<file path="config.mk">
export PLATFORM = sky130hd
export DESIGN_NAME = modbus_rtu_frame_checker_top_flat
export DESIGN_NICKNAME = d
export VERILOG_FILES = /design/src/sv/mrfc_pkg.sv /design/src/sv/mrfc_channels_if.sv /design/src/sv/modbus_rtu_frame_checker_top.sv /design/src/flat_wrapper.sv
export SDC_FILE = /design/constraint.sdc
export NUM_CORES = 1
export LEC_CHECK = 0
export ABC_AREA = 1
export BUFFER_PORTS_ARGS = -buffer_cell sky130_fd_sc_hd__buf_2
export CORE_ASPECT_RATIO = 1.75
export CORE_UTILIZATION = 38
export CTS_CLUSTER_DIAMETER = 200
export CTS_CLUSTER_SIZE = 20
export DETAILED_ROUTE_END_ITERATION = 10
export SYNTH_ARGS = -nofsm -noshare
export SYNTH_HDL_FRONTEND = slang
export SYNTH_SLANG_ARGS = --single-unit
</file>
<file path="constraint.sdc">
create_clock -name clk -period 5.95 [get_ports clk]
set_clock_uncertainty 0.2 [all_clocks]
set_input_delay 0.595 -clock clk [delete_from_list [all_inputs] [get_ports clk]]
set_output_delay 0.595 -clock clk [all_outputs]
set_load 0.01 [all_outputs]
</file>
<file path="src/sv/mrfc_pkg.sv">
// shared types, constants and the crc byte update for the modbus rtu frame checker
package mrfc_pkg;

  localparam int BYTE_W    = 8;
  localparam int CRC_W     = 16;
  localparam int LEN_W     = 9;
  localparam int CFG_IDX_W = 1;

  localparam logic [CRC_W-1:0] CRC_INIT = 16'hFFFF;
  localparam logic [CRC_W-1:0] CRC_POLY = 16'hA001;

  localparam logic [BYTE_W-1:0] ADDR_RESET     = 8'd1;
  localparam logic [BYTE_W-1:0] REG_CODE_RESET = 8'd0;

  // configuration register indexes
  typedef enum logic [CFG_IDX_W-1:0] {
    CFG_MODULE_ADDRESS = 1'b0,
    CFG_BROADCAST_CODE = 1'b1
  } cfg_index_t;

  // frame verdict codes
  typedef enum logic [1:0] {
    VERDICT_OK        = 2'd0,
    VERDICT_TOO_SHORT = 2'd1,
    VERDICT_FOREIGN   = 2'd2,
    VERDICT_CRC_BAD   = 2'd3
  } verdict_t;

  // one byte through the reflected crc-16, lsb first
  function automatic logic [CRC_W-1:0] crc_feed(input logic [CRC_W-1:0] crc_in,
                                                input logic [BYTE_W-1:0] data);
    logic [CRC_W-1:0] c;
    c = crc_in ^ {{(CRC_W-BYTE_W){1'b0}}, data};
    for (int i = 0; i < BYTE_W; i++) begin
      if (c[0]) begin
        c = (c >> 1) ^ CRC_POLY;
      end else begin
        c = c >> 1;
      end
    end
    return c;
  endfunction

endpackage

</file>
<file path="src/sv/mrfc_channels_if.sv">
// valid/ready channels for received bytes and frame verdicts
interface mrfc_byte_if;
  import mrfc_pkg::*;
  logic              valid;
  logic              ready;
  logic [BYTE_W-1:0] rx_byte;
  logic              end_of_frame;

  modport source (output valid, output rx_byte, output end_of_frame, input ready);
  modport sink   (input valid, input rx_byte, input end_of_frame, output ready);
endinterface

interface mrfc_result_if;
  import mrfc_pkg::*;
  logic             valid;
  logic             ready;
  logic             frame_ok;
  logic [1:0]       verdict;
  logic             is_registration;
  logic [LEN_W-1:0] frame_length;

  modport source (output valid, output frame_ok, output verdict, output is_registration,
                  output frame_length, input ready);
  modport sink   (input valid, input frame_ok, input verdict, input is_registration,
                  input frame_length, output ready);
endinterface

</file>
<file path="src/sv/modbus_rtu_frame_checker_top.sv">
// modbus rtu frame checker: per-frame address and crc-16 verdict from a byte stream
//
// bytes of a received frame arrive one per transfer on byte_ch, with end_of_frame set
// on the last one. each frame yields exactly one verdict transfer on result_ch: ok,
// too short (fewer than two bytes), foreign (first byte is neither module_address nor
// the broadcast code) or crc mismatch (last two bytes, low byte first, differ from the
// modbus crc-16 of all earlier bytes, init 0xffff, reflected poly 0xa001). each byte
// is held first in the input register and then passes through the bytewise crc
// update into the frame state and the result register, in that order. one byte is
// accepted every cycle; only an end-of-frame byte waits, and only while the result
// register still holds a verdict that has not been taken. the crc covers each byte
// two bytes after it arrives, so the two newest bytes always stay held as the
// candidate check value. the length count saturates at MAX_FRAME and is reported in
// nine bits. configuration writes take effect at the next edge and are meant to be
// made while no frame is in flight.
module modbus_rtu_frame_checker_top #(
  parameter int MAX_FRAME = 256
) (
  input  logic                          clk,
  input  logic                          rst,
  input  logic                          cfg_write_en,
  input  logic [mrfc_pkg::CFG_IDX_W-1:0] cfg_index,
  input  logic [mrfc_pkg::BYTE_W-1:0]    cfg_write_data,
  mrfc_byte_if.sink                     byte_ch,
  mrfc_result_if.source                 result_ch
);
  import mrfc_pkg::*;

  localparam int CNT_W = $clog2(MAX_FRAME + 1);
  localparam logic [CNT_W-1:0] CNT_MAX = CNT_W'(MAX_FRAME);
  localparam logic [CNT_W-1:0] CNT_TWO = CNT_W'(2);

  // configuration registers
  logic [BYTE_W-1:0] module_address;
  logic [BYTE_W-1:0] broadcast_code;

  // input register
  logic              s1_valid;
  logic [BYTE_W-1:0] s1_byte;
  logic              s1_eof;

  // frame state
  logic [CRC_W-1:0]  crc;
  logic [BYTE_W-1:0] older_byte;
  logic [BYTE_W-1:0] newer_byte;
  logic [CNT_W-1:0]  byte_count;
  logic [BYTE_W-1:0] lead_byte;

  logic [CRC_W-1:0]  crc_next;
  logic [BYTE_W-1:0] lead_byte_next;
  logic [CNT_W-1:0]  byte_count_next;

  // result register
  logic             res_valid;
  logic             res_ok;
  verdict_t         res_verdict;
  logic             res_reg;
  logic [LEN_W-1:0] res_len;

  verdict_t         verdict_next;
  logic             reg_next;
  logic [LEN_W-1:0] len_next;
  logic [CNT_W+LEN_W-1:0] len_ext;

  logic out_free;
  logic s1_advance;

  // an end-of-frame byte needs a free result slot, other bytes never wait
  assign out_free   = !res_valid || result_ch.ready;
  assign s1_advance = s1_valid && (!s1_eof || out_free);
  assign byte_ch.ready = !s1_valid || s1_advance;

  // configuration writes
  always_ff @(posedge clk) begin
    if (rst) begin
      module_address <= ADDR_RESET;
      broadcast_code <= REG_CODE_RESET;
    end else if (cfg_write_en) begin
      case (cfg_index)
        CFG_MODULE_ADDRESS: module_address <= cfg_write_data;
        CFG_BROADCAST_CODE: broadcast_code <= cfg_write_data;
        default: ;
      endcase
    end
  end

  // input register
  always_ff @(posedge clk) begin
    if (rst) begin
      s1_valid <= 1'b0;
    end else if (byte_ch.ready) begin
      s1_valid <= byte_ch.valid;
    end
  end

  always_ff @(posedge clk) begin
    if (byte_ch.valid && byte_ch.ready) begin
      s1_byte <= byte_ch.rx_byte;
      s1_eof  <= byte_ch.end_of_frame;
    end
  end

  // per-byte update and verdict
  always_comb begin
    // crc lags the input by two bytes
    crc_next        = (byte_count >= CNT_TWO) ? crc_feed(crc, older_byte) : crc;
    lead_byte_next  = (byte_count == '0) ? s1_byte : lead_byte;
    byte_count_next = (byte_count < CNT_MAX) ? byte_count + CNT_W'(1) : byte_count;
    len_ext         = {{LEN_W{1'b0}}, byte_count_next};
    len_next        = len_ext[LEN_W-1:0];
    reg_next        = 1'b0;
    verdict_next    = VERDICT_OK;
    if (byte_count_next < CNT_TWO) begin
      verdict_next = VERDICT_TOO_SHORT;
    end else begin
      reg_next = (lead_byte_next == broadcast_code);
      if (!reg_next && lead_byte_next != module_address) begin
        verdict_next = VERDICT_FOREIGN;
      end else if ({s1_byte, newer_byte} != crc_next) begin
        verdict_next = VERDICT_CRC_BAD;
      end
    end
  end

  // frame state, cleared after each verdict
  always_ff @(posedge clk) begin
    if (rst) begin
      crc        <= CRC_INIT;
      older_byte <= '0;
      newer_byte <= '0;
      byte_count <= '0;
      lead_byte  <= '0;
    end else if (s1_advance) begin
      if (s1_eof) begin
        crc        <= CRC_INIT;
        older_byte <= '0;
        newer_byte <= '0;
        byte_count <= '0;
        lead_byte  <= '0;
      end else begin
        crc        <= crc_next;
        older_byte <= newer_byte;
        newer_byte <= s1_byte;
        byte_count <= byte_count_next;
        lead_byte  <= lead_byte_next;
      end
    end
  end

  // result register
  always_ff @(posedge clk) begin
    if (rst) begin
      res_valid <= 1'b0;
    end else if (s1_advance && s1_eof) begin
      res_valid <= 1'b1;
    end else if (result_ch.ready) begin
      res_valid <= 1'b0;
    end
  end

  always_ff @(posedge clk) begin
    if (s1_advance && s1_eof) begin
      res_ok      <= (verdict_next == VERDICT_OK);
      res_verdict <= verdict_next;
      res_reg     <= reg_next;
      res_len     <= len_next;
    end
  end

  assign result_ch.valid           = res_valid;
  assign result_ch.frame_ok        = res_ok;
  assign result_ch.verdict         = res_verdict;
  assign result_ch.is_registration = res_reg;
  assign result_ch.frame_length    = res_len;

`ifndef SYNTHESIS
  a_ok_matches_verdict: assert property (@(posedge clk) disable iff (rst)
    res_valid |-> (res_ok == (res_verdict == VERDICT_OK)))
    else $error("frame_ok disagrees with verdict");

  a_short_not_registration: assert property (@(posedge clk) disable iff (rst)
    (res_valid && res_verdict == VERDICT_TOO_SHORT) |-> (!res_reg && res_len < LEN_W'(2)))
    else $error("too short verdict with registration or length");

  a_state_cleared: assert property (@(posedge clk) disable iff (rst)
    (s1_advance && s1_eof) |=> (byte_count == '0 && crc == CRC_INIT))
    else $error("frame state not cleared after verdict");

  a_count_bound: assert property (@(posedge clk) disable iff (rst)
    byte_count <= CNT_MAX)
    else $error("byte count above limit");

  a_stall_reason: assert property (@(posedge clk) disable iff (rst)
    (s1_valid && !s1_advance) |-> (s1_eof && res_valid && !result_ch.ready))
    else $error("input register stalled without a blocked verdict");
`endif

endmodule
</file>
<file path="src/flat_wrapper.sv">
// flat-port wrapper written by rule: the top's interface ports become plain ports
module modbus_rtu_frame_checker_top_flat import mrfc_pkg::*;
#(
  parameter int MAX_FRAME = 256
)
  (clk, rst, cfg_write_en, cfg_index, cfg_write_data, byte_ch_valid, byte_ch_rx_byte, byte_ch_end_of_frame, byte_ch_ready, result_ch_valid, result_ch_frame_ok, result_ch_verdict, result_ch_is_registration, result_ch_frame_length, result_ch_ready);
  mrfc_byte_if byte_ch_i ();
  mrfc_result_if result_ch_i ();
  input  logic clk;
  input  logic rst;
  input  logic cfg_write_en;
  input  logic [mrfc_pkg::CFG_IDX_W-1:0] cfg_index;
  input  logic [mrfc_pkg::BYTE_W-1:0] cfg_write_data;
  input wire logic [$bits(byte_ch_i.valid)-1:0] byte_ch_valid;
  input wire logic [$bits(byte_ch_i.rx_byte)-1:0] byte_ch_rx_byte;
  input wire logic [$bits(byte_ch_i.end_of_frame)-1:0] byte_ch_end_of_frame;
  output wire logic [$bits(byte_ch_i.ready)-1:0] byte_ch_ready;
  output wire logic [$bits(result_ch_i.valid)-1:0] result_ch_valid;
  output wire logic [$bits(result_ch_i.frame_ok)-1:0] result_ch_frame_ok;
  output wire logic [$bits(result_ch_i.verdict)-1:0] result_ch_verdict;
  output wire logic [$bits(result_ch_i.is_registration)-1:0] result_ch_is_registration;
  output wire logic [$bits(result_ch_i.frame_length)-1:0] result_ch_frame_length;
  input wire logic [$bits(result_ch_i.ready)-1:0] result_ch_ready;
  assign byte_ch_i.valid = byte_ch_valid;
  assign byte_ch_i.rx_byte = byte_ch_rx_byte;
  assign byte_ch_i.end_of_frame = byte_ch_end_of_frame;
  assign byte_ch_ready = byte_ch_i.ready;
  assign result_ch_valid = result_ch_i.valid;
  assign result_ch_frame_ok = result_ch_i.frame_ok;
  assign result_ch_verdict = result_ch_i.verdict;
  assign result_ch_is_registration = result_ch_i.is_registration;
  assign result_ch_frame_length = result_ch_i.frame_length;
  assign result_ch_i.ready = result_ch_ready;
  modbus_rtu_frame_checker_top #(.MAX_FRAME(MAX_FRAME)) u_core (.clk(clk), .rst(rst), .cfg_write_en(cfg_write_en), .cfg_index(cfg_index), .cfg_write_data(cfg_write_data), .byte_ch(byte_ch_i), .result_ch(result_ch_i));
endmodule
</file>
* Yosys cells after proc, flatten, opt, wreduce, memory -nomap -nowiden
Cells that the tools add are included.
** Operators by class
- $add $sub $neg :: 1
- Multipliers :: 0
- Divide/modulo/power cells :: 0
- Magnitude comparators :: 3
- Eq/ne operators :: 3
- Shifts and indexed selects :: 0
- Mux-type cells :: 21
- Bitwise operators :: 10
- Reduce and logical (&&, ||, !) cells :: 16
** Operators by type and width (number)
- 16-bit 2-to-1 mux :: 10
- 8-bit 2-to-1 mux :: 4
- 2-bit NOT with 3-bit output :: 8
- 9-bit 2-to-1 mux :: 2
- 16-bit != test :: 1
- 16-bit by 8-bit XOR with 16-bit output :: 1
- 9-bit by 1-bit adder with 9-bit output, second input constant :: 1
- 9-bit by 2-bit >= comparator with 1-bit output, second input constant :: 1
- 9-bit zero test :: 1
- 9-bit by 2-bit less-than comparator with 1-bit output, second input constant :: 1
- 9-bit less-than comparator, second input constant :: 1
- 8-bit equality test :: 1
- 8-bit != test :: 1
- 2-bit 2-to-1 mux :: 3
- 1-bit logical AND :: 4
- 1-bit zero test :: 4
- 2-bit AND reduction :: 2
- 1-bit logical OR :: 3
- 2-bit zero test :: 1
- 1-bit 2-to-1 mux :: 2
- 2-bit nonzero test :: 1
- 1-bit NOT :: 1
** Storage, ports and cells
- Flip-flop bits (word level) :: 89
- Bits in latches :: 0
- Bits in writable memories :: 0
- ROM bits :: 0
- Input bits :: 23
- Logic and storage cells :: 69
- Memories :: 0

* Depth between registers and ports, before layout
Gate-level depths: netlist of run 1.
- Depth in word-level cells :: 23
- Mapped depth :: 20

* Worst setup path before layout of run 1
OpenSTA, ideal clock, no wires.
- Path type :: reg2reg
- From :: register u_core.byte_count[0]
- To :: register u_core.res_verdict[1] (netlist: u_core.result_ch.verdict[1]) (data pin)
- Setup time :: 0.249 ns
- Data arrival time :: 2.052 ns
- Required time :: 5.501 ns
- Setup slack :: 3.449 ns
- Stages on the path, launching flop included :: 19
- Path buffers :: 1
- Clock period less this slack :: 2.501 ns
- Path through :: dfxtp_1 > inv_1 > ha_1 > or2_1 > nor2_8 > nand2_4 > buf_6 > nand2_1 > o211ai_1 > nand2_1 > nand2_1 > nor2_1 > nand2_1 > nor2_1 > nand2_1 > nor2_2 > nand3_1 > nand2_1 > inv_1
** On the way
- Longest elaborated chain between the ends :: 7
- Elaborated cells on any way between the ends :: 16
- Those cells by class :: add/sub: 1; order compare: 3; eq/ne: 3; mux: 6; reduce/logical: 3
** RTL lines
- start: declaration :: RTL line modbus_rtu_frame_checker_top.sv:46 : logic [CNT_W-1:0] byte_count;
- start signal: assignment :: RTL line modbus_rtu_frame_checker_top.sv:144 : byte_count <= byte_count_next;
- parallel branches: the longest is 6 deep, another holds 9-bit by 1-bit adder with 9-bit output
- 2-bit 2-to-1 mux (*) :: RTL line modbus_rtu_frame_checker_top.sv:113 : if (byte_count_next < CNT_TWO) begin
- net u_core.verdict_next[1] :: RTL line modbus_rtu_frame_checker_top.sv:60 : verdict_t verdict_next;
- end signal: assignment :: RTL line modbus_rtu_frame_checker_top.sv:164 : res_verdict <= verdict_next;
- end: declaration :: RTL line modbus_rtu_frame_checker_top.sv:56 : verdict_t res_verdict;
Mark *: on every way through the listed nets, which the timed path passes.
A chain may end at the register's enable or synchronous reset.

* Worst setup path after layout of run 1
Same ends and word-level chain as after synthesis.

==> results of run 1 <==
## how the worst max path moves through the flow
stage | endpoint | slack [ns] | startpoint | depth (start not counted)
finish | u_core.result_ch.verdict[1]$_DFFE_PP_ | 2.85 | u_core.byte_count[0]$_SDFFE_PP0P_ | 19
global placement | u_core.crc[12]$_SDFFE_PP1P_ | 2.77 | result_ch_ready | 10
CTS | u_core.result_ch.verdict[1]$_DFFE_PP_ | 2.83 | u_core.byte_count[0]$_SDFFE_PP0P_ | 19
floorplan | u_core.result_ch.verdict[1]$_DFFE_PP_ | 3.45 | u_core.byte_count[0]$_SDFFE_PP0P_ | 18
detailed placement | u_core.crc[0]$_SDFFE_PP1P_ | 2.69 | result_ch_ready | 10
global route | u_core.result_ch.verdict[1]$_DFFE_PP_ | 2.56 | u_core.byte_count[0]$_SDFFE_PP0P_ | 19
## flip-flops by register name, summed over array words and instances (netlist names), 2 cells and up
register and count:
u_core.crc 16, u_core.module_address 8, u_core.broadcast_code 8, u_core.byte_count 9, u_core.result_ch.verdict 2, u_core.older_byte 8, u_core.lead_byte 8, u_core.newer_byte 8
u_core.result_ch.frame_length 9, u_core.s1_byte 8
## power groups by stage
stage          registers [mW]  clock network [mW]  logic (mW)
3_3_place_gp            0.675                   0       0.154
3_5_place_dp            0.676                   0       0.158
2_1_floorplan           0.671                   0       0.118
5_1_grt                 0.666               0.593       0.179
4_1_cts                 0.663               0.574       0.159
6_report                0.663               0.564       0.159
## routing by layer
| metal | share of wire | up-vias | track usage |
|---|---|---|---|
| met5 | 0 | - | 0 |
| met4 | 0.032 | 0 | 0.0847 |
| met3 | 0.023 | 23 | 0.0223 |
| met2 | 0.55 | 82 | 0.360 |
| met1 | 0.40 | 1808 | 0.181 |
| li1 | - | 2158 | - |
## through the flow
| step | hold slack [ns] | instance area (um^2) | cells | power, mW |
|---|---|---|---|---|
| floorplan | 0.239 | 4600 | 660 | 0.790 |
| global placement | 0.248 | 4910 | 818 | 0.829 |
| detailed placement | 0.255 | 4910 | 818 | 0.834 |
| CTS | 0.224 | 5200 | 834 | 1.40 |
| global route | 0.228 | 5200 | 834 | 1.44 |
| finish | 0.234 | 5200 | 834 | 1.39 |
## area by class of cell
| class | instances | area [um^2] |
|---|---|---|
| Clock buffer | 12 | 246 |
| Clock inverter | 4 | 52.6 |
| Fill cell | 1195 | 6510 |
| Inverter | 72 | 270 |
| Multi-Input combinational cell | 483 | 2260 |
| Sequential cell | 89 | 2000 |
| Tap cell | 135 | 169 |
| Timing Repair Buffer | 39 | 200 |
## logic make-up after synthesis
family | Yosys count
fa+ha+maj | 3
simple gates | 367
buf+inv | 88
compound gates | 91
xor+xnor | 22
flops | 89
## placed cells by master, fill, tap and decap left out, types with 12 or more instances in the layout
cell	n
a21oi_1	42
buf_2	37
dfxtp_1	67
edfxtp_1	22
inv_1	66
nand2_1	248
nand3_1	35
nor2_1	62
o211ai_1	12
o21ai_0	25
## cells in the mapped netlist
| library cell | number |
|---|---|
| nand4_2 | 1 |
| inv_2 | 5 |
| xnor2_1 | 11 |
| nand2_1 | 248 |
| buf_2 | 1 |
| buf_6 | 1 |
| or2_2 | 2 |
| nand2_4 | 1 |
| o21ai_2 | 6 |
| nor2_8 | 2 |
| nand3b_1 | 4 |
| xor2_1 | 11 |
| inv_1 | 66 |
| o211ai_1 | 12 |
| o21ai_1 | 5 |
| a21oi_1 | 42 |
| dfxtp_1 | 67 |
| nand3_1 | 35 |
| nand2_2 | 4 |
| or2_1 | 1 |
| nor2_2 | 1 |
| nor4_1 | 2 |
| clkinv_1 | 1 |
| clkbuf_1 | 14 |
| nor2_1 | 63 |
| nor3_2 | 1 |
| o21a_1 | 1 |
| o21ai_0 | 25 |
| nand4_1 | 2 |
| ha_1 | 3 |
| edfxtp_1 | 22 |
==> flow_summary_export.csv, run 1 <==
group,metric,value,unit
outcome,status,"finished clean",
worst_setup_path,cp.required,5.84,ns
worst_setup_path,ff2ff_setup_slack,2.85,ns
worst_setup_path,crit_family,"simple AND/OR/NAND/NOR gates",
min_path,min_from,"byte_ch_rx_byte[4]",
final_layout,synthToLayoutAreaGrowth,13.1,%
power_and_ir_drop,power_switching,0.348,mW
synthesis,postSynthAreaPerCell,6.97,um^2
min_path,hold_class,"in2reg",
grt,grt_usage,0.181,
run,drv_cap,0,
sta,tightest_slew,0.710,ns
final_layout,diodes,0,
place,gp_congestion,0.852,
routing,drtPass1Iterations,5,
worst_setup_path,critPathMaxFanout,26,
clock_network,cts-resized-gates,0,
routing,vias,4071,
sta,timing.final.ws_setup,2.85,ns
final_layout,drive_gt1_frac,0.110,
clock_network,clk_latency,0.33,ns
synthesis,syn_area,4600,um^2
power_and_ir_drop,power_frac_comb,0.115,
synthesis,synth_top_family_by_area,"simple AND/OR/NAND/NOR gates",
routing,post_drt_wl_per_cell,13.2,um
die,fp.dieH,148,um
worst_setup_path,end_kind,"flop",
sta,timing.fmax,0.322,GHz
power_and_ir_drop,p_leak,2.38,nW
worst_setup_path,crit_path_frequent_cell,"nand2_1",
clock_network,cts-htree-levels,3,
sta,slew_headroom,0.527,
final_layout,num-nets-final,720,
worst_setup_path,crit_arrival,3.00,ns
sta,fin_crit_sh,0.522,
routing,wl,11.0,mm
sta,rsz0062_at_grt,"no",
worst_setup_path,path_cells,"inv_1, ha_1, or2_1, nor2_8, nand2_4, nand2_1, nand2_1, nand2_1, nand2_1, inv_1, nand3_1, nor2_1, nand2_1, nor2_1, nand2_1, nor2_2, nand3_1, nand2_1, inv_1",
worst_setup_path,reg2reg_depth,19,
place,hpwl,8.27,mm
grt,grt_pass1_vias,3892,
synthesis,yosys.area_share.xor_xnor,0.0419,
final_layout,final_util,0.444,
sta,setup_tns,0,ns
place,io_buffers,37,
synthesis,synth-simple-area-share,0.331,
clock_network,tritoncts,"yes",
clock_network,cts_sinks,89,
worst_setup_path,crit_path_top_delay_cell,"dfxtp_1",
worst_setup_path,cp_num_buf_inv,3,
die,die_w,85.2,um
power_and_ir_drop,sequentialPowerShare,0.479,
worst_setup_path,max_stage_delay,0.39,ns
worst_setup_path,crit_type,"reg2reg",
clock_network,cts_hold_buf,0,
synthesis,synth.area.top_cells,"dfxtp_1, nand2_1, edfxtp_1",
die,core_area,11700,um^2
clock_network,clock-root-buffer,"clkbuf_16",
synthesis,synth_cell_types,31,
grt,overflow,0,
clock_network,post_cts_buffers,0,
power_and_ir_drop,power_density,266,nW/um^2
sta,hold_violations,0,
die,floorplan.die_area,12600,um^2
grt,antenna_found_initial,0,
synthesis,synth_adder_area_share,0.00815,
synthesis,synth_seq_cells,89,
synthesis,yosys-mux-area-fraction,0,
power_and_ir_drop,p_int,1.04,mW
sta,setup_viol_count_final,0,
min_path,hold_end,"u_core.s1_byte[4]$_DFFE_PP_",
die,start_util,0.393,
synthesis,seq_area_frac_synth,0.435,
grt,grt_start_max_net_pins,52,
power_and_ir_drop,p_sw_frac,0.251,
synthesis,yosysWarnings,0,
synthesis,syn_nets,686,
die,ioPinCount,38,
clock_network,clockBufferDepth,2,
worst_setup_path,startpoint_type,"flop",
sta,slew_viol_final,0,
worst_setup_path,rr_startpoint,"u_core.byte_count[0]$_SDFFE_PP0P_",
synthesis,post-synth-top-area-cell,"dfxtp_1",
routing,routed_via_density,4.88,
power_and_ir_drop,p_clk_frac,0.407,
clock_network,path_clk_slew,0.06,ns
routing,drtIter0Drc,218,
die,rows,52,
power_and_ir_drop,ir_worst_vdd,0.183,mV
place,dpl_worst_slack,2.69,ns
synthesis,yosys.area.top_type_share,0.291,
routing,final_antenna_net_count,0,
sta,period_minus_slack,3.10,ns
synthesis,synth_compound_area_frac,0.111,
worst_setup_path,r2r-end,"u_core.result_ch.verdict[1]$_DFFE_PP_",
routing,drc,0,
min_path,hold_depth,1,
clock_network,numCtsBuffers,9,
grt,grt_pass1_wl,17.8,mm
synthesis,postSynthCellCount,660,
(Power assumes the default switching activity.)
==> inputs of run 2 (changes only) <==
==> constraint.sdc (replaced) <==
create_clock -name clk -period 3.2 [get_ports clk]
set_clock_uncertainty 0.2 [all_clocks]
set_input_delay 0.32 -clock clk [delete_from_list [all_inputs] [get_ports clk]]
set_output_delay 0.32 -clock clk [all_outputs]
set_load 0.01 [all_outputs]
==> flow_summary_export.csv, run 2 (synthesized netlist as in run 1, its figures left out) <==
group,metric,value,unit
final_layout,seqCellArea,2000,um^2
die,die_w,85.2,um
routing,wl,11.6,mm
final_layout,synthToLayoutAreaGrowth,14.8,%
power_and_ir_drop,p_clk_frac,0.389,
final_layout,diodes,0,
worst_setup_path,cp_num_buf_inv,3,
die,ioPinCount,38,
min_path,hold_class,"in2reg",
worst_setup_path,startpoint_type,"flop",
die,core_area,11700,um^2
final_layout,drive_gt1_frac,0.113,
worst_setup_path,crit_family,"simple AND/OR/NAND/NOR gates",
final_layout,filler_cell_count,1213,
worst_setup_path,crit_arrival,2.80,ns
final_layout,largest_reg_flops,16,
final_layout,num-nets-final,731,
routing,routed_via_density,4.94,
final_layout,final_util,0.451,
place,placedCellCount,820,
place,hpwl,8.70,mm
clock_network,clock-root-buffer,"clkbuf_16",
worst_setup_path,crit_type,"reg2reg",
place,place_area,4920,um^2
clock_network,tritoncts,"yes",
die,fp.dieH,148,um
final_layout,final_cell_mix,"nand2_1, dfxtp_1, inv_1, nor2_1, a21oi_1",
clock_network,clk_latency,0.35,ns
sta,slew_viol_final,0,
routing,final_antenna_net_count,0,
sta,period_minus_slack,2.89,ns
power_and_ir_drop,p_int,1.84,mW
grt,grt_start_max_net_pins,51,
sta,setup_viol_count_final,0,
sta,hold_violations,0,
outcome,status,"finished clean",
routing,post_drt_wl_per_cell,13.8,um
sta,timing.fmax,0.346,GHz
grt,grt_usage,0.198,
worst_setup_path,path_cells,"inv_1, ha_1, or2_1, nor2_8, nand2_4, nand2_1, nand2_1, nand2_1, nand2_1, inv_1, nand3_1, nor2_1, nand2_1, nor2_1, nand2_1, nor2_2, nand3_1, nand2_1, inv_1",
place,gp_congestion,0.862,
power_and_ir_drop,p_sw_frac,0.272,
routing,drc,0,
power_and_ir_drop,power_density,478,nW/um^2
power_and_ir_drop,sequentialPowerShare,0.488,
worst_setup_path,end_kind,"flop",
clock_network,cts_sinks,89,
place,io_buffers,37,
sta,rsz0062_at_grt,"no",
worst_setup_path,critPathMaxFanout,26,
sta,slew_headroom,0.595,
die,start_util,0.393,
routing,drtPass1Iterations,5,
power_and_ir_drop,power_frac_comb,0.122,
clock_network,path_clk_slew,0.06,ns
clock_network,clockBufferDepth,2,
sta,hold_ws,0.0116,ns
worst_setup_path,crit_path_frequent_cell,"nand2_1",
power_and_ir_drop,p_leak,2.42,nW
worst_setup_path,crit_path_top_delay_cell,"dfxtp_1",
final_layout,multi_input_comb_area,2260,um^2
grt,grt_pass1_wl,19.1,mm
grt,antenna_found_initial,0,
final_layout,mostFrequentLayoutCell,"nand2_1",
routing,vias,4177,
sta,fin_crit_sh,0.904,
power_and_ir_drop,ir_worst_vdd,0.341,mV
sta,tightest_slew,0.607,ns
clock_network,cts-htree-levels,3,
sta,setup_tns,0,ns
die,rows,52,
clock_network,numCtsBuffers,9,
run,drv_cap,0,
grt,grt_pass1_vias,3963,
final_layout,regMostFlops,"u_core.crc",
final_layout,fin_cells,845,
power_and_ir_drop,power_switching,0.688,mW
die,floorplan.die_area,12600,um^2
grt,overflow,0,
routing,drtIter0Drc,270,
worst_setup_path,max_stage_delay,0.39,ns
final_layout,fin_area,5280,um^2
worst_setup_path,cp.required,3.11,ns
-- run 2: changes by cell type in the layout (fill, tap and decap cells not counted) --
cell / previous run / this run
bufinv_16: 1 / 0
dlygate4sd3_1: 0 / 9
buf_4: 2 / 4
clkinv_4: 0 / 2
clkinvlp_4: 3 / 1
clkinv_2: 0 / 2
clkbuf_8: 1 / 0
clkbuf_1: 2 / 1
inv_6: 0 / 1
-- run 2: power groups by stage --
stage               Clock, mW  Combinational (mW)  Sequential [mW]
floorplan                   0               0.220             1.25
global placement            0               0.296             1.26
detailed placement          0               0.301             1.26
CTS                      1.00               0.311             1.23
global route             1.05               0.355             1.24
finish                  0.984               0.309             1.23
-- run 2: metal layers --
layer / vias to the layer above / track usage / wire (um)
met5: - / 0 / 0
met4: 0 / 0.108 / 370
met3: 25 / 0.0156 / 265
met2: 90 / 0.384 / 6620
met1: 1884 / 0.204 / 4370
li1: 2178 / - / -
-- run 2: path summary, 6_finish.rpt --
path | start | end | slack [ns] | cells after the start
hold / removal | cfg_write_data[1] | u_core.module_address[1]$_SDFFE_PP0P_ | 0.01 | 3
setup reg to reg | u_core.byte_count[0]$_SDFFE_PP0P_ | u_core.result_ch.verdict[1]$_DFFE_PP_ | 0.31 | 19
hold reg to reg | u_core.lead_byte[5]$_SDFFE_PP0P_ | u_core.lead_byte[5]$_SDFFE_PP0P_ | 0.27 | 2
setup / recovery | u_core.byte_count[0]$_SDFFE_PP0P_ | u_core.result_ch.verdict[1]$_DFFE_PP_ | 0.31 | 19
-- run 2: metrics by stage --
step / setup WS (ns) / power (mW)
after floorplan: 0.699 / 1.47
final: 0.308 / 2.53
after detailed placement: 0.336 / 1.56
after CTS: 0.321 / 2.55
after global routing: 0.0809 / 2.64
after global placement: 0.434 / 1.55
-- run 2: final cells by class --
type,instances,share of cell area
tap,135,0.0320
sequential,89,0.379
timing repair buffer,50,0.0578
clock buffer,10,0.0433
clock inverter,6,0.00829
inverter,72,0.0511
multi-input combinational,483,0.429
-- run 2: worst register-to-register path: stages, from the launching register on --
cell	delay (ns)
dfxtp_1	0.39
inv_1	0.09
ha_1	0.19
or2_1	0.27
nor2_8	0.19
nand2_4	0.20
nand2_1	0.16
nand2_1	0.09
nand2_1	0.06
nand2_1	0.05
inv_1	0.04
nand3_1	0.06
nor2_1	0.14
nand2_1	0.08
nor2_1	0.08
nand2_1	0.07
nor2_2	0.10
nand3_1	0.09
nand2_1	0.06
inv_1	0.04
-- run 2: what timing repair did --
action                     CTS  global route
hold endpoints to repair     9             0
resized for setup            0             0
setup endpoints to repair    0             0
hold buffers                 9             0
setup buffers                0             0
==> inputs of run 3 (changes only) <==
--- a/config.mk
+++ b/config.mk
@@ -8,10 +8,11 @@
 export ABC_AREA = 1
 export BUFFER_PORTS_ARGS = -buffer_cell sky130_fd_sc_hd__buf_2
 export CORE_ASPECT_RATIO = 1.75
-export CORE_UTILIZATION = 38
+export CORE_UTILIZATION = 40
 export CTS_CLUSTER_DIAMETER = 200
 export CTS_CLUSTER_SIZE = 20
 export DETAILED_ROUTE_END_ITERATION = 10
+export SETUP_SLACK_MARGIN = 0.4
 export SYNTH_ARGS = -nofsm -noshare
 export SYNTH_HDL_FRONTEND = slang
 export SYNTH_SLANG_ARGS = --single-unit
==> flow_summary_export.csv, run 3 (synthesized netlist as in run 1, its figures left out) <==
group,metric,value,unit
worst_setup_path,critPathMaxFanout,13,
grt,antenna_found_initial,0,
worst_setup_path,end_kind,"flop",
sta,slew_headroom,0.243,
die,rows,51,
grt,grt_pass1_vias,3836,
clock_network,numCtsBuffers,9,
final_layout,multi_input_comb_area,2430,um^2
die,die_w,83.1,um
power_and_ir_drop,p_sw_frac,0.260,
grt,grt_usage,0.193,
die,core_area,11200,um^2
worst_setup_path,startpoint_type,"flop",
place,gp_congestion,0.820,
final_layout,synthToLayoutAreaGrowth,21.9,%
power_and_ir_drop,power_density,464,nW/um^2
clock_network,clock-root-buffer,"clkbuf_16",
final_layout,mostFrequentLayoutCell,"nand2_1",
final_layout,filler_cell_count,1098,
routing,drtIter0Drc,270,
place,hpwl,8.19,mm
sta,fin_crit_sh,0.842,
die,ioPinCount,38,
worst_setup_path,crit_path_top_delay_cell,"dfxtp_2",
worst_setup_path,crit_arrival,2.60,ns
sta,setup_tns,0,ns
final_layout,drive_gt1_frac,0.163,
final_layout,final_cell_mix,"nand2_1, inv_1, dfxtp_1, nor2_1, a21oi_1",
final_layout,seqCellArea,2000,um^2
worst_setup_path,cp.required,3.10,ns
clock_network,clk_latency,0.34,ns
sta,tightest_slew,1.13,ns
clock_network,clockBufferDepth,2,
clock_network,cts_sinks,89,
worst_setup_path,crit_type,"reg2reg",
outcome,status,"finished clean",
sta,period_minus_slack,2.69,ns
clock_network,cts-htree-levels,3,
final_layout,final_util,0.502,
power_and_ir_drop,sequentialPowerShare,0.474,
sta,slew_viol_final,0,
sta,rsz0062_at_grt,"yes",
routing,vias,4206,
power_and_ir_drop,power_switching,0.676,mW
worst_setup_path,crit_family,"simple AND/OR/NAND/NOR gates",
routing,drtPass1Iterations,4,
power_and_ir_drop,power_frac_comb,0.128,
sta,hold_violations,0,
place,placedCellCount,819,
worst_setup_path,max_stage_delay,0.33,ns
final_layout,regMostFlops,"u_core.crc",
routing,routed_via_density,4.91,
worst_setup_path,cp_num_buf_inv,3,
final_layout,diodes,0,
run,drv_cap,0,
worst_setup_path,path_cells,"inv_2, ha_4, or2_4, nor2_8, nand2_4, o211ai_1, nand3_1, nor2_1, nand2_1, inv_1, nand2_1, nor2_2, nand3_2, nand2_1, inv_1",
die,start_util,0.412,
routing,wl,11.5,mm
power_and_ir_drop,ir_worst_vdd,0.303,mV
min_path,hold_class,"in2reg",
sta,setup_viol_count_final,0,
routing,drc,0,
clock_network,tritoncts,"yes",
die,fp.dieH,144,um
die,floorplan.die_area,12000,um^2
final_layout,fin_cells,857,
power_and_ir_drop,p_leak,2.59,nW
grt,grt_pass1_wl,18.0,mm
power_and_ir_drop,p_int,1.93,mW
sta,timing.fmax,0.371,GHz
routing,post_drt_wl_per_cell,13.5,um
worst_setup_path,crit_path_frequent_cell,"nand2_1",
clock_network,path_clk_slew,0.06,ns
final_layout,num-nets-final,746,
grt,overflow,0,
routing,final_antenna_net_count,0,
grt,grt_start_max_net_pins,51,
power_and_ir_drop,p_clk_frac,0.399,
place,io_buffers,37,
final_layout,largest_reg_flops,16,
-- run 3: area by class of cell --
class	count	share of cell area
Sequential cell	89	0.357
Timing Repair Buffer	63	0.0799
Tap cell	132	0.0294
Clock buffer	11	0.0415
Clock inverter	5	0.0100
Inverter	72	0.0482
Multi-Input combinational cell	485	0.434
-- run 3: worst register-to-register path, cell delays in order (launching register included) --
cell	delay (ns)
dfxtp_2	0.33
inv_2	0.06
ha_4	0.15
or2_4	0.25
nor2_8	0.24
nand2_4	0.17
o211ai_1	0.32
nand3_1	0.12
nor2_1	0.12
nand2_1	0.06
inv_1	0.05
nand2_1	0.05
nor2_2	0.13
nand3_2	0.09
nand2_1	0.07
inv_1	0.04
-- run 3: metal layers --
metal | GRT usage | vias up | wire length, um
li1 | - | 2213 | -
met1 | 0.200 | 1897 | 4570
met3 | 0.0310 | 23 | 363
met4 | 0.0808 | 0 | 395
met2 | 0.377 | 73 | 6220
met5 | 0 | - | 0
-- run 3: repair_timing --
action | CTS | global route
setup endpoints to repair | 2 | 4
hold buffers | 9 | 0
gates cloned | 0 | 2
endpoints found under the hold margin | 9 | 0
buffers inserted | 2 | 9
gates resized for setup | 2 | 33
pin swaps | 1 | 10
-- run 3: metrics by stage --
stage | hold slack [ns] | total power [mW] | instance area, um^2 | setup WS, ns
after detailed placement | 0.257 | 1.56 | 4930 | 0.337
after global placement | 0.251 | 1.55 | 4930 | 0.398
after floorplan | 0.219 | 1.47 | 4600 | 0.699
after global routing | 0.0226 | 2.71 | 5610 | 0.335
after CTS | 0.00822 | 2.61 | 5350 | 0.448
final | 0.0118 | 2.60 | 5610 | 0.506
-- run 3: final timing paths --
path | slack, ns | startpoint | endpoint | depth (start not counted)
worst max-delay path | 0.51 | u_core.byte_count[0]$_SDFFE_PP0P_ | u_core.result_ch.verdict[1]$_DFFE_PP_ | 15
worst min-delay path | 0.01 | cfg_write_data[7] | u_core.module_address[7]$_SDFFE_PP0P_ | 3
worst max register to register | 0.51 | u_core.byte_count[0]$_SDFFE_PP0P_ | u_core.result_ch.verdict[1]$_DFFE_PP_ | 15
worst min register to register | 0.26 | u_core.lead_byte[7]$_SDFFE_PP0P_ | u_core.lead_byte[7]$_SDFFE_PP0P_ | 2
-- run 3: power by group through the flow --
stage	combinational, mW	clock (mW)	sequential, mW
3_3_place_gp	0.298	0	1.26
5_1_grt	0.374	1.10	1.24
2_1_floorplan	0.220	0	1.25
4_1_cts	0.317	1.06	1.23
6_report	0.332	1.04	1.23
3_5_place_dp	0.304	0	1.26
